<file path="config.mk">
export PLATFORM = sky130hd
export DESIGN_NAME = tlpt_ctrl
export DESIGN_NICKNAME = d
export VERILOG_FILES = /design/src/tlpt_pkg.sv /design/src/tlpt_ctrl.sv
export SDC_FILE = /design/constraint.sdc
export NUM_CORES = 1
export LEC_CHECK = 0
export BUFFER_PORTS_ARGS = -buffer_cell sky130_fd_sc_hd__buf_2
export CAP_MARGIN = 0
export CORE_AREA = 10 10 47 49
export DETAILED_ROUTE_END_ITERATION = 12
export DIE_AREA = 0 0 57 59
export SYNTH_ARGS = -nofsm -noshare
export SYNTH_HDL_FRONTEND = slang
export SYNTH_SLANG_ARGS = --single-unit
</file>
<file path="constraint.sdc">
create_clock -name clock -period 3.8 [get_ports clock]
set_clock_uncertainty 0.2 [all_clocks]
set_input_delay 0.19 -clock clock [delete_from_list [all_inputs] [get_ports clock]]
set_output_delay 0.19 -clock clock [all_outputs]
set_load 0.01 [all_outputs]
</file>
<file path="src/tlpt_pkg.sv">
// Shared types, codes and constants of the two-level page table mapper.
package tlpt_pkg;

   localparam int VPAGE_W = 28;
   localparam int PPAGE_W = 28;
   localparam int CNT_W = 16;

   localparam logic [1:0] CMD_MAP = 2'd0;
   localparam logic [1:0] CMD_UNMAP = 2'd1;
   localparam logic [1:0] CMD_READ = 2'd2;

   localparam logic [1:0] ST_OK = 2'd0;
   localparam logic [1:0] ST_BEYOND = 2'd1;
   localparam logic [1:0] ST_UNMAPPED = 2'd2;

   // entry memory word layout
   localparam int MEM_W = 32;
   localparam int WB_READ = 28;
   localparam int WB_WRITE = 29;
   localparam int WB_FRAG = 30;
   localparam int WB_VALID = 31;

   // start-page remainder unit: reciprocal multiply, then multiply back and subtract
   localparam int MOD_STEPS = 2;
   localparam int MSTEP_W = $clog2(MOD_STEPS);

   typedef struct packed {
      logic [1:0]         cmd;
      logic [VPAGE_W-1:0] virt_page;
      logic [CNT_W-1:0]   page_count;
      logic [PPAGE_W-1:0] phys_page;
   } req_type;

   typedef struct packed {
      logic [1:0]         status;
      logic [3:0]         entry_flags;
      logic [PPAGE_W-1:0] entry_page;
   } rsp_type;

   typedef enum logic [2:0] {
      S_CLEAR,
      S_IDLE,
      S_START,
      S_MOD,
      S_WALK,
      S_READ,
      S_DRAIN,
      S_DONE
   } state_type;

   typedef struct packed {
      logic clr_step;
      logic load;
      logic mod_step;
      logic walk_step;
      logic read_step;
      logic rsp_load;
   } ctl_type;

   typedef struct packed {
      logic       clr_last;
      logic [1:0] cmd;
      logic       cnt_zero;
      logic       mod_last;
      logic       walk_last;
      logic       rsp_free;
   } sts_type;

endpackage

</file>
<file path="src/tlpt_ctrl.sv">
// Controller state machine of the page table mapper.
module tlpt_ctrl import tlpt_pkg::*; (
   input  logic    clock,
   input  logic    reset,
   input  logic    req_valid,
   output logic    req_ready,
   output ctl_type ctl,
   input  sts_type sts
);

   state_type state_ff, state_in;

   always_ff @(posedge clock) begin
      if (reset) begin
         state_ff <= S_CLEAR;
      end else begin
         state_ff <= state_in;
      end
   end

   always_comb begin
      state_in = state_ff;
      ctl = '0;
      req_ready = 1'b0;
      case (state_ff)
         S_CLEAR: begin
            ctl.clr_step = 1'b1;
            if (sts.clr_last) state_in = S_IDLE;
         end
         S_IDLE: begin
            req_ready = 1'b1;
            if (req_valid) begin
               ctl.load = 1'b1;
               state_in = S_START;
            end
         end
         S_START: begin
            case (sts.cmd)
               CMD_MAP:   state_in = sts.cnt_zero ? S_DONE : S_MOD;
               CMD_UNMAP: state_in = sts.cnt_zero ? S_DONE : S_WALK;
               CMD_READ:  state_in = S_READ;
               default:   state_in = S_DONE;
            endcase
         end
         S_MOD: begin
            ctl.mod_step = 1'b1;
            if (sts.mod_last) state_in = S_WALK;
         end
         S_WALK: begin
            ctl.walk_step = 1'b1;
            if (sts.walk_last) state_in = (sts.cmd == CMD_MAP) ? S_DONE : S_DRAIN;
         end
         S_READ: begin
            ctl.read_step = 1'b1;
            state_in = S_DRAIN;
         end
         S_DRAIN: begin
            state_in = S_DONE;
         end
         S_DONE: begin
            if (sts.rsp_free) begin
               ctl.rsp_load = 1'b1;
               state_in = S_IDLE;
            end
         end
         default: state_in = S_CLEAR;
      endcase
   end

endmodule

</file>
==> impl_table.tex, run 1 <==
\begin{tabular}{lr}
\hline
Metric & Value \\
\hline
\multicolumn{2}{l}{\textbf{Outcome}} \\
Result of the run & finished, final reports clean \\
\multicolumn{2}{l}{\textbf{Global routing}} \\
Overflow left after global routing & 0 \\
Antenna violations before repair & 0 \\
Via count of the first global-routing pass & 356 \\
Overall global routing resource usage & 0.0548 \\
First-pass GRT wire length & 1.46 mm \\
Pin count of the biggest net entering global routing & 14 \\
\multicolumn{2}{l}{\textbf{Setup path}} \\
R2R setup slack & 2.17 ns \\
Reg-to-Reg End & state\_ff[2]\$\_SDFFE\_PP0P\_ \\
Depth of the most critical reg-to-reg path & 4 \\
Standard cell with the maximum stage delay on the critical path & sky130\_fd\_sc\_hd\_\_dfxtp\_1 \\
Delay of the slowest critical-path stage & 0.58 ns \\
Critical path launch point & state\_ff[1]\$\_SDFFE\_PP0P\_ \\
Critical Path Start Type & flip-flop \\
End point of the critical path & ctl[2] \\
Crit-path max FO & 13 \\
Sequence of cells on the critical path & and2b\_1 -> and2\_1 -> buf\_2 \\
Type of the worst setup path & reg2out \\
Kind of capture point of the worst setup path & output pin \\
Launching point of the worst reg2reg path & state\_ff[1]\$\_SDFFE\_PP0P\_ \\
Data arrival time at the worst-slack endpoint & 1.35 ns \\
Data required time at the worst endpoint & 3.41 ns \\
\multicolumn{2}{l}{\textbf{Drt}} \\
Detailed Routing Iterations Pass 1 & 2 \\
Total number of vias & 365 \\
Number of design rule violations left after detail routing & 0 \\
Routed WL & 952 um \\
Vias per inst & 4.62 \\
Average wire per cell in the routed design & 12.1 um \\
Post-route antenna net violation count & 0 \\
Number of DRC markers in iteration 0 & 1 \\
\multicolumn{2}{l}{\textbf{STA}} \\
RSZ-0062 raised after global routing & no \\
Period utilisation layout & 0.458 \\
Slew Viols, Final & 0 \\
Worst slew margin relative to its limit & 0.710 \\
Period minus WS final & 1.74 ns \\
Max Freq & 0.575 GHz \\
Hold Worst Slack & 0.112 ns \\
Slew at the pin with the worst max-slew slack & 0.434 ns \\
Final number of hold-violating endpoints & 0 \\
Final setup violating endpoints & 0 \\
Final-layout setup total negative slack & 0 ns \\
\multicolumn{2}{l}{\textbf{Final layout}} \\
Biggest registers after layout & state\_ff (3) \\
Layout area overhead & 34.5\% \\
Sequential cell area & 60.1 um\^{}2 \\
Number of diodes & 0 \\
Number of flip-flops under the largest register name & 3 \\
Fraction of final layout cells sized beyond drive strength 1 & 0.365 \\
Area used by multi-input combinational logic & 255 um\^{}2 \\
Fillers & 166 \\
Largest reg by FF count & state\_ff \\
Number of nets in the layout & 78 \\
\multicolumn{2}{l}{\textbf{Clocking}} \\
Maximum level of the CTS H-tree & 1 \\
Post-CTS setup buffer count & 0 \\
Number of clock sinks seen by CTS & 3 \\
Clock slew seen by the registers of the worst setup and hold paths & 0.04 ns \\
Clock root buffer & sky130\_fd\_sc\_hd\_\_clkbuf\_4 \\
Clock latency of the later-clocked register in the worst-skew pair & 0.24 ns \\
Maximum clock path buffer count & 2 \\
Number of buffers added by the clock tree synthesis step & 3 \\
TritonCTS clock tree & yes \\
\multicolumn{2}{l}{\textbf{Min path}} \\
Hold depth & 4 \\
Worst min-delay path startpoint & sts[0] \\
Worst Hold Class & in2reg \\
\multicolumn{2}{l}{\textbf{Die}} \\
DIE AREA & 3360 um\^{}2 \\
Floorplan core area & 1400 um\^{}2 \\
Effective utilization at floorplan & 0.246 \\
IO Count & 17 \\
Die height & 59 um \\
Chip width & 57 um \\
Std-Cell Rows & 14 \\
\multicolumn{2}{l}{\textbf{Flow run}} \\
Max Cap Viol & 0 \\
\multicolumn{2}{l}{\textbf{Yosys}} \\
Number of warnings printed during yosys synthesis & 0 \\
Avg Synthesized Cell Area & 7.65 um\^{}2 \\
Cell area after synthesis & 344 um\^{}2 \\
Cell types occupying the most area after synthesis & sky130\_fd\_sc\_hd\_\_dfxtp\_1 (17\%), sky130\_fd\_sc\_hd\_\_ha\_1 (15\%), sky130\_fd\_sc\_hd\_\_a21oi\_1 (5.8\%) \\
Count of mapped cells out of synthesis & 45 \\
Post-synthesis cell type count & 26 \\
Sequential element share of the synthesized area & 0.175 \\
Number of enable flip-flop cells after synthesis & 0 \\
Commonest cells in the synthesized netlist & sky130\_fd\_sc\_hd\_\_a21oi\_1 (4), sky130\_fd\_sc\_hd\_\_ha\_1 (4), sky130\_fd\_sc\_hd\_\_nor2\_1 (4) \\
Dominant cell type by area after synthesis & sky130\_fd\_sc\_hd\_\_dfxtp\_1 \\
Async set-or-reset flop fraction in the synthesized netlist & 0 \\
Number of synthesized register bits & 3 \\
Share of Yosys cell area claimed by the top area cell type & 0.175 \\
Nets in the synthesized netlist & 59 \\
Dominant register cell in the synthesized netlist & sky130\_fd\_sc\_hd\_\_dfxtp\_1 \\
\multicolumn{2}{l}{\textbf{Placed design}} \\
Number of port buffers & 16 \\
Routability congestion estimate from global placement & 0.733 \\
Post-detailed-placement half-perimeter wirelength & 741 um \\
\multicolumn{2}{l}{\textbf{Pwr}} \\
Power per cell area & 359 nW/um\^{}2 \\
Leakage power figure & 0.222 nW \\
Worst supply voltage drop on vdd & 0.213 mV \\
\hline
\end{tabular}
## final cells by class
cell class,count,share of cell area
sequential,3,0.130
clock buffer,4,0.0568
timing repair buffer,17,0.195
inverter,3,0.0243
multi-input combinational,36,0.551
tap,16,0.0432
## routing by layer
| metal | global-route usage | routed length [um] | vias to the layer above |
|---|---|---|---|
| met1 | 0.0508 | 425 | 162 |
| li1 | - | - | 194 |
| met5 | 0 | 0 | - |
| met3 | 0.0365 | 50 | 2 |
| met4 | 0.0201 | 9 | 0 |
| met2 | 0.0946 | 467 | 7 |
## per-stage QoR
step / area [um^2] / worst slack [ns] / power, mW / instances / util
finish: 463 / 2.06 / 0.166 / 79 / 0.330
global route: 463 / 1.98 / 0.181 / 79 / 0.330
CTS: 463 / 2.05 / 0.170 / 79 / 0.330
detailed placement: 427 / 2.19 / 0.108 / 74 / 0.304
global placement: 427 / 2.19 / 0.107 / 74 / 0.304
floorplan: 344 / 2.31 / 0.0890 / 45 / -
## placed cells by master, fill, tap and decap left out
cell type,n
sky130_fd_sc_hd__o21ai_1,2
sky130_fd_sc_hd__nand3b_1,1
sky130_fd_sc_hd__nand2_2,1
sky130_fd_sc_hd__o21a_1,1
sky130_fd_sc_hd__nand2_1,2
sky130_fd_sc_hd__nor3b_1,1
sky130_fd_sc_hd__or3_1,1
sky130_fd_sc_hd__o21ai_0,1
sky130_fd_sc_hd__o22ai_2,1
sky130_fd_sc_hd__clkbuf_4,3
sky130_fd_sc_hd__inv_1,3
sky130_fd_sc_hd__and2_1,3
sky130_fd_sc_hd__dfxtp_1,3
sky130_fd_sc_hd__a2111oi_1,1
sky130_fd_sc_hd__nor3_1,2
sky130_fd_sc_hd__mux2_4,1
sky130_fd_sc_hd__nor2_1,4
sky130_fd_sc_hd__ha_1,4
sky130_fd_sc_hd__a211o_2,1
sky130_fd_sc_hd__buf_2,16
sky130_fd_sc_hd__clkbuf_1,1
sky130_fd_sc_hd__nand3_1,1
sky130_fd_sc_hd__nand4b_1,1
sky130_fd_sc_hd__and2b_1,1
sky130_fd_sc_hd__dlygate4sd3_1,1
sky130_fd_sc_hd__o21bai_1,1
sky130_fd_sc_hd__a21oi_1,4
sky130_fd_sc_hd__o211ai_1,1
## worst min path at each step
stage                                          end  slack [ns]
final                     state_ff[0]$_SDFFE_PP0P_        0.11
after global placement    state_ff[1]$_SDFFE_PP0P_        0.20
after detailed placement  state_ff[1]$_SDFFE_PP0P_        0.20
after CTS                 state_ff[0]$_SDFFE_PP0P_        0.11
after floorplan           state_ff[1]$_SDFFE_PP0P_        0.06
after global routing      state_ff[0]$_SDFFE_PP0P_        0.13
## critical path, delay by kind of cell (launching register included)
family,cells,cell delay [ns]
AND/OR/NAND/NOR,2,0.40
flip-flops,1,0.58
buffers and inverters,1,0.13
## timing repair
| item | in CTS | in global routing |
|---|---|---|
| hold endpoints to repair | 2 | 0 |
| endpoints found under the setup margin | 0 | 0 |
| hold buffers | 1 | 0 |
| gates resized for setup | 0 | 0 |
## power by group
group | leakage, nW | total, mW | internal, mW | switching, mW
logic | 0.183 | 0.0572 | 0.0296 | 0.0275
clock network | 0.0150 | 0.0579 | 0.0395 | 0.0184
registers | 0.0246 | 0.0510 | 0.0367 | 0.0143
## cells by family after synthesis
| family | after synthesis | synth area share |
|---|---|---|
| and+or+nand+nor | 18 | 0.291 |
| buffers and inverters | 6 | 0.0836 |
| DFF | 3 | 0.175 |
| AOI/OAI and AO/OA | 13 | 0.262 |
| muxes | 1 | 0.0436 |
| adders and majority gates | 4 | 0.145 |
Note: power is estimated with default switching activity, not from simulation.
==> inputs of run 2 (changes only) <==
- clock period: 3.8 -> 1.7 ns (I/O delays scaled with it)
==> impl_table.tex, run 2 (same netlist as run 1, synthesis figures left out) <==
\begin{tabular}{lr}
\hline
Metric & Value \\
\hline
\multicolumn{2}{l}{\textbf{Global routing}} \\
Pin count of the biggest net entering global routing & 13 (was 14) \\
Overall global routing resource usage & 0.0579 (was 0.0548) \\
Antenna violations before repair & 0 (unchanged) \\
Via count of the first global-routing pass & 381 (was 356) \\
First-pass GRT wire length & 1.57 mm (was 1.46 mm) \\
Overflow left after global routing & 0 (unchanged) \\
\multicolumn{2}{l}{\textbf{Setup path}} \\
Data required time at the worst endpoint & 1.41 ns (was 3.41 ns) \\
Depth of the most critical reg-to-reg path & 4 (unchanged) \\
Kind of capture point of the worst setup path & output pin (unchanged) \\
R2R setup slack & 0.27 ns (was 2.17 ns) \\
Number of buffer and inverter instances along the worst setup path & 2 (was 1) \\
Reg-to-Reg End & state\_ff[0]\$\_SDFFE\_PP0P\_ (was state\_ff[2]\$\_SDFFE\_PP0P\_) \\
Sequence of cells on the critical path & buf\_4 -> and2b\_1 -> and2\_1 -> buf\_2 (was and2b\_1 -> and2\_1 -> buf\_2) \\
Critical Path Stages & 4 (was 3) \\
Critical path launch point & state\_ff[1]\$\_SDFFE\_PP0P\_ (unchanged) \\
Crit-path max FO & 12 (was 13) \\
Critical Path Start Type & flip-flop (unchanged) \\
Type of the worst setup path & reg2out (unchanged) \\
Delay of the slowest critical-path stage & 0.34 ns (was 0.58 ns) \\
Launching point of the worst reg2reg path & state\_ff[2]\$\_SDFFE\_PP0P\_ (was state\_ff[1]\$\_SDFFE\_PP0P\_) \\
End point of the critical path & ctl[2] (unchanged) \\
Data arrival time at the worst-slack endpoint & 1.27 ns (was 1.35 ns) \\
Standard cell with the maximum stage delay on the critical path & sky130\_fd\_sc\_hd\_\_dfxtp\_1 (unchanged) \\
Largest delay share family, worst path & simple AND/OR/NAND/NOR gates (was flip-flops) \\
\multicolumn{2}{l}{\textbf{STA}} \\
Slew Viols, Final & 0 (unchanged) \\
Max Freq & 0.645 GHz \\
RSZ-0062 raised after global routing & no (unchanged) \\
Worst slew margin relative to its limit & 0.712 (was 0.710) \\
Period minus WS final & 1.55 ns \\
Final setup violating endpoints & 0 (unchanged) \\
Slew at the pin with the worst max-slew slack & 0.432 ns (was 0.434 ns) \\
Period utilisation layout & 0.912 \\
Final-layout setup total negative slack & 0 ns (unchanged) \\
Hold Worst Slack & 0.00559 ns (was 0.112 ns) \\
Post-layout worst setup margin & 0.150 ns (was 2.06 ns) \\
Final number of hold-violating endpoints & 0 (unchanged) \\
\multicolumn{2}{l}{\textbf{Drt}} \\
Post-route antenna net violation count & 0 (unchanged) \\
Number of design rule violations left after detail routing & 0 (unchanged) \\
Vias per inst & 4.67 (was 4.62) \\
Detailed Routing Iterations Pass 1 & 2 (unchanged) \\
Number of DRC markers in iteration 0 & 11 (was 1) \\
Average wire per cell in the routed design & 11.3 um (was 12.1 um) \\
Routed WL & 929 um (was 952 um) \\
Total number of vias & 383 (was 365) \\
\multicolumn{2}{l}{\textbf{Final layout}} \\
Final non-filler cell total & 82 (was 79) \\
Most common cell after layout, fill and taps aside & sky130\_fd\_sc\_hd\_\_buf\_2 (unchanged) \\
Biggest registers after layout & state\_ff (3) (unchanged) \\
Number of diodes & 0 (unchanged) \\
Number of flip-flops under the largest register name & 3 (unchanged) \\
Largest reg by FF count & state\_ff (unchanged) \\
Number of nets in the layout & 81 (was 78) \\
Fillers & 160 (was 166) \\
Fraction of final layout cells sized beyond drive strength 1 & 0.394 (was 0.365) \\
Commonest cells after routing, fill and taps aside & sky130\_fd\_sc\_hd\_\_buf\_2 (16), sky130\_fd\_sc\_hd\_\_nor2\_1 (4), sky130\_fd\_sc\_hd\_\_a21oi\_1 (4), sky130\_fd\_sc\_hd\_\_ha\_1 (4) (unchanged) \\
Layout area overhead & 41.1\% (was 34.5\%) \\
\multicolumn{2}{l}{\textbf{Pwr}} \\
Power per cell area & 795 nW/um\^{}2 (was 359 nW/um\^{}2) \\
Worst supply voltage drop on vdd & 0.427 mV (was 0.213 mV) \\
Leakage power figure & 0.238 nW (was 0.222 nW) \\
\multicolumn{2}{l}{\textbf{Flow run}} \\
Max Cap Viol & 0 (unchanged) \\
\multicolumn{2}{l}{\textbf{Placed design}} \\
Routability congestion estimate from global placement & 0.757 (was 0.733) \\
Worst setup slack before clock tree synthesis & 0.196 ns (was 2.19 ns) \\
Post-detailed-placement half-perimeter wirelength & 746 um (was 741 um) \\
Cell count after placement & 77 (was 74) \\
Number of port buffers & 16 (unchanged) \\
\multicolumn{2}{l}{\textbf{Clocking}} \\
Number of buffers added by the clock tree synthesis step & 3 (unchanged) \\
Maximum level of the CTS H-tree & 1 (unchanged) \\
TritonCTS clock tree & yes (unchanged) \\
Post-CTS Hold Fix Bufs & 1 (unchanged) \\
Count of cells resized by post-cts repair & 0 (unchanged) \\
Clock latency of the later-clocked register in the worst-skew pair & 0.23 ns (was 0.24 ns) \\
Clock root buffer & sky130\_fd\_sc\_hd\_\_clkbuf\_4 (unchanged) \\
Number of clock sinks seen by CTS & 3 (unchanged) \\
Clock slew seen by the registers of the worst setup and hold paths & 0.04 ns (about the same) \\
Maximum clock path buffer count & 2 (unchanged) \\
Post-CTS setup buffer count & 0 (unchanged) \\
\multicolumn{2}{l}{\textbf{Die}} \\
Chip width & 57 um (unchanged) \\
Floorplan core area & 1400 um\^{}2 (unchanged) \\
IO Count & 17 (unchanged) \\
Effective utilization at floorplan & 0.246 (unchanged) \\
Std-Cell Rows & 14 (unchanged) \\
Die height & 59 um (unchanged) \\
DIE AREA & 3360 um\^{}2 (unchanged) \\
\multicolumn{2}{l}{\textbf{Min path}} \\
Worst Hold Class & in2reg (unchanged) \\
\multicolumn{2}{l}{\textbf{Outcome}} \\
Result of the run & finished, final reports clean (unchanged) \\
\hline
\end{tabular}
run 2: layout make-up:
cell class / instances / area (um^2) / share of cell area
sequential: 3 / 60.1 / 0.124
inverter: 3 / 11.3 / 0.0232
tap: 16 / 20.0 / 0.0412
timing repair buffer: 20 / 113 / 0.232
clock buffer: 4 / 26.3 / 0.0541
multi-input combinational: 36 / 255 / 0.526
run 2: worst min path at each step:
stage | cells after the start | endpoint | startpoint | slack, ns
after floorplan | 1 | state_ff[1]$_SDFFE_PP0P_ | reset | -0.05
after global placement | 2 | state_ff[1]$_SDFFE_PP0P_ | reset | 0.1
after detailed placement | 2 | state_ff[1]$_SDFFE_PP0P_ | reset | 0.09
after CTS | 4 | state_ff[0]$_SDFFE_PP0P_ | sts[0] | 0.00004
after global routing | 4 | state_ff[0]$_SDFFE_PP0P_ | sts[0] | 0.02
final | 4 | state_ff[0]$_SDFFE_PP0P_ | sts[0] | 0.006
run 2: worst reg2reg max path, cell delays in order (launching register included):
cell	delay, ns
sky130_fd_sc_hd__dfxtp_1	0.34
sky130_fd_sc_hd__a2111oi_1	0.46
sky130_fd_sc_hd__nand3b_1	0.13
sky130_fd_sc_hd__nand4b_1	0.12
sky130_fd_sc_hd__o21ai_1	0.07
run 2: power by group:
group          leakage, nW  internal [mW]  total [mW]  switching (mW)
logic                0.199         0.0798       0.168          0.0881
registers           0.0246         0.0821      0.0905         0.00835
clock network       0.0150         0.0881       0.128          0.0394
total                0.238          0.250       0.386           0.136
run 2: routing by layer:
layer / up-vias / part of all wire / GRT usage
met5: - / 0 / 0
met4: 0 / 0 / 0.0201
met3: 0 / 0.076 / 0.0408
met2: 10 / 0.50 / 0.0961
met1: 173 / 0.43 / 0.0558
li1: 200 / - / -
run 2: metrics by stage:
stage	cell area [um^2]	util	total power, mW
floorplan	344	-	0.199
global placement	449	0.321	0.257
detailed placement	449	0.321	0.258
CTS	485	0.346	0.391
global route	485	0.346	0.420
finish	485	0.346	0.386
==> inputs of run 3 (changes only) <==
- MAX_ROUTING_LAYER: not set -> met4
==> impl_table.tex, run 3 (same netlist as run 1, synthesis figures left out) <==
\begin{tabular}{lr}
\hline
Metric & Value \\
\hline
\multicolumn{2}{l}{\textbf{STA}} \\
Post-layout worst setup margin & 0.148 ns (was 0.150 ns) \\
Final number of hold-violating endpoints & 1 (was 0) \\
Slew Viols, Final & 0 (unchanged) \\
RSZ-0062 raised after global routing & no (unchanged) \\
Worst slew margin relative to its limit & 0.712 (unchanged) \\
Period minus WS final & 1.55 ns (about the same) \\
Slew at the pin with the worst max-slew slack & 0.432 ns (unchanged) \\
Hold Worst Slack & -0.00121 ns (was 0.00559 ns) \\
Period utilisation layout & 0.913 (was 0.912) \\
Max Freq & 0.644 GHz (was 0.645 GHz) \\
Final setup violating endpoints & 0 (unchanged) \\
Final-layout setup total negative slack & 0 ns (unchanged) \\
\multicolumn{2}{l}{\textbf{Global routing}} \\
Overflow left after global routing & 0 (unchanged) \\
Pin count of the biggest net entering global routing & 13 (unchanged) \\
Overall global routing resource usage & 0.0595 (was 0.0579) \\
First-pass GRT wire length & 1.57 mm (unchanged) \\
Antenna violations before repair & 0 (unchanged) \\
Via count of the first global-routing pass & 378 (was 381) \\
\multicolumn{2}{l}{\textbf{Setup path}} \\
Delay of the slowest critical-path stage & 0.34 ns (about the same) \\
Crit-path max FO & 12 (unchanged) \\
Critical Path Start Type & flip-flop (unchanged) \\
Data arrival time at the worst-slack endpoint & 1.27 ns (about the same) \\
Standard cell with the maximum stage delay on the critical path & sky130\_fd\_sc\_hd\_\_dfxtp\_1 (unchanged) \\
Kind of capture point of the worst setup path & output pin (unchanged) \\
Largest delay share family, worst path & simple AND/OR/NAND/NOR gates (unchanged) \\
Sequence of cells on the critical path & buf\_4 -> and2b\_1 -> and2\_1 -> buf\_2 (unchanged) \\
Type of the worst setup path & reg2out (unchanged) \\
Data required time at the worst endpoint & 1.41 ns (about the same) \\
Number of buffer and inverter instances along the worst setup path & 2 (unchanged) \\
\multicolumn{2}{l}{\textbf{Drt}} \\
Detailed Routing Iterations Pass 1 & 4 (was 2) \\
Vias per inst & 4.71 (was 4.67) \\
Routed WL & 926 um (was 929 um) \\
Average wire per cell in the routed design & 11.3 um (about the same) \\
Post-route antenna net violation count & 0 (unchanged) \\
Number of DRC markers in iteration 0 & 10 (was 11) \\
Total number of vias & 386 (was 383) \\
Number of design rule violations left after detail routing & 0 (unchanged) \\
\multicolumn{2}{l}{\textbf{Final layout}} \\
Most common cell after layout, fill and taps aside & sky130\_fd\_sc\_hd\_\_buf\_2 (unchanged) \\
Biggest registers after layout & state\_ff (3) (unchanged) \\
Final design instance area without fill & 485 um\^{}2 (unchanged) \\
Area used by multi-input combinational logic & 255 um\^{}2 (unchanged) \\
Commonest cells after routing, fill and taps aside & sky130\_fd\_sc\_hd\_\_buf\_2 (16), sky130\_fd\_sc\_hd\_\_nor2\_1 (4), sky130\_fd\_sc\_hd\_\_a21oi\_1 (4), sky130\_fd\_sc\_hd\_\_ha\_1 (4) (unchanged) \\
Sequential cell area & 60.1 um\^{}2 (unchanged) \\
Final non-filler cell total & 82 (unchanged) \\
Number of flip-flops under the largest register name & 3 (unchanged) \\
Share of the core filled with cells in the final layout & 0.346 (unchanged) \\
Number of diodes & 0 (unchanged) \\
Fraction of final layout cells sized beyond drive strength 1 & 0.394 (unchanged) \\
Layout area overhead & 41.1\% (unchanged) \\
Number of nets in the layout & 81 (unchanged) \\
Largest reg by FF count & state\_ff (unchanged) \\
Fillers & 160 (unchanged) \\
\multicolumn{2}{l}{\textbf{Pwr}} \\
Overall power of the completed layout & 386 uW (about the same) \\
Power per cell area & 796 nW/um\^{}2 (was 795 nW/um\^{}2) \\
Leakage power figure & 0.238 nW (unchanged) \\
Worst supply voltage drop on vdd & 0.428 mV (was 0.427 mV) \\
\multicolumn{2}{l}{\textbf{Clocking}} \\
Maximum clock path buffer count & 2 (unchanged) \\
Clock root buffer & sky130\_fd\_sc\_hd\_\_clkbuf\_4 (unchanged) \\
Clock latency of the later-clocked register in the worst-skew pair & 0.24 ns (was 0.23 ns) \\
Clock slew seen by the registers of the worst setup and hold paths & 0.04 ns (about the same) \\
Number of clock sinks seen by CTS & 3 (unchanged) \\
TritonCTS clock tree & yes (unchanged) \\
Number of buffers added by the clock tree synthesis step & 3 (unchanged) \\
Maximum level of the CTS H-tree & 1 (unchanged) \\
\multicolumn{2}{l}{\textbf{Placed design}} \\
Number of port buffers & 16 (unchanged) \\
Post-detailed-placement half-perimeter wirelength & 746 um (unchanged) \\
Cell count after placement & 77 (unchanged) \\
Total cell area at the placement stage & 449 um\^{}2 (unchanged) \\
Worst setup slack before clock tree synthesis & 0.196 ns (unchanged) \\
Routability congestion estimate from global placement & 0.767 (was 0.757) \\
\multicolumn{2}{l}{\textbf{Die}} \\
Effective utilization at floorplan & 0.246 (unchanged) \\
Floorplan core area & 1400 um\^{}2 (unchanged) \\
Die height & 59 um (unchanged) \\
Std-Cell Rows & 14 (unchanged) \\
Chip width & 57 um (unchanged) \\
DIE AREA & 3360 um\^{}2 (unchanged) \\
IO Count & 17 (unchanged) \\
\multicolumn{2}{l}{\textbf{Outcome}} \\
Result of the run & complete, but fails checks (was finished, final reports clean) \\
Failing checks & hold timing \\
\multicolumn{2}{l}{\textbf{Flow run}} \\
Max Cap Viol & 0 (unchanged) \\
\multicolumn{2}{l}{\textbf{Min path}} \\
Worst Hold Class & in2reg (unchanged) \\
\hline
\end{tabular}
## run 3: cell counts in the layout (fill, tap and decap cells not counted)
No cell type changed its count.
## run 3: power breakdown
| part | total [mW] | internal [mW] | switching, mW |
|---|---|---|---|
| clock network | 0.128 | 0.0882 | 0.0401 |
| registers | 0.0904 | 0.0821 | 0.00826 |
| logic | 0.168 | 0.0798 | 0.0880 |
## run 3: worst register-to-register path, delay by kind of cell (launching register included)
| kind | cells | cell delay [ns] |
|---|---|---|
| AO/OA/AOI/OAI | 2 | 0.53 |
| flip-flops | 1 | 0.34 |
| AND/OR/NAND/NOR | 2 | 0.25 |
## run 3: area by class of cell
class                   count  share of cell area
clock buffers               4              0.0541
multi-input cells          36               0.526
flip-flops and latches      3               0.124
repair buffers             20               0.232
inverters                   3              0.0232
well taps                  16              0.0412
## run 3: metal layers
layer,track usage,part of all wire,up-vias
met5,-,0,-
met3,0.0365,0.065,0
met2,0.0961,0.50,14
met4,0.0201,0,0
met1,0.0582,0.43,172
li1,-,-,200
## run 3: repair_timing
item                                    in CTS  in global routing
endpoints found under the setup margin       0                  0
hold buffers                                 1                  0
gates resized for setup                      0                  0
buffers inserted                             0                  0
endpoints found under the hold margin        3                  0
## run 3: final timing paths
path / startpoint / end / slack (ns) / depth (start not counted)
max reg2reg: state_ff[2]$_SDFFE_PP0P_ / state_ff[0]$_SDFFE_PP0P_ / 0.27 / 4
max: state_ff[1]$_SDFFE_PP0P_ / ctl[2] / 0.15 / 4
min reg2reg: state_ff[2]$_SDFFE_PP0P_ / state_ff[2]$_SDFFE_PP0P_ / 0.36 / 1
min: sts[0] / state_ff[0]$_SDFFE_PP0P_ / -0.001 / 4
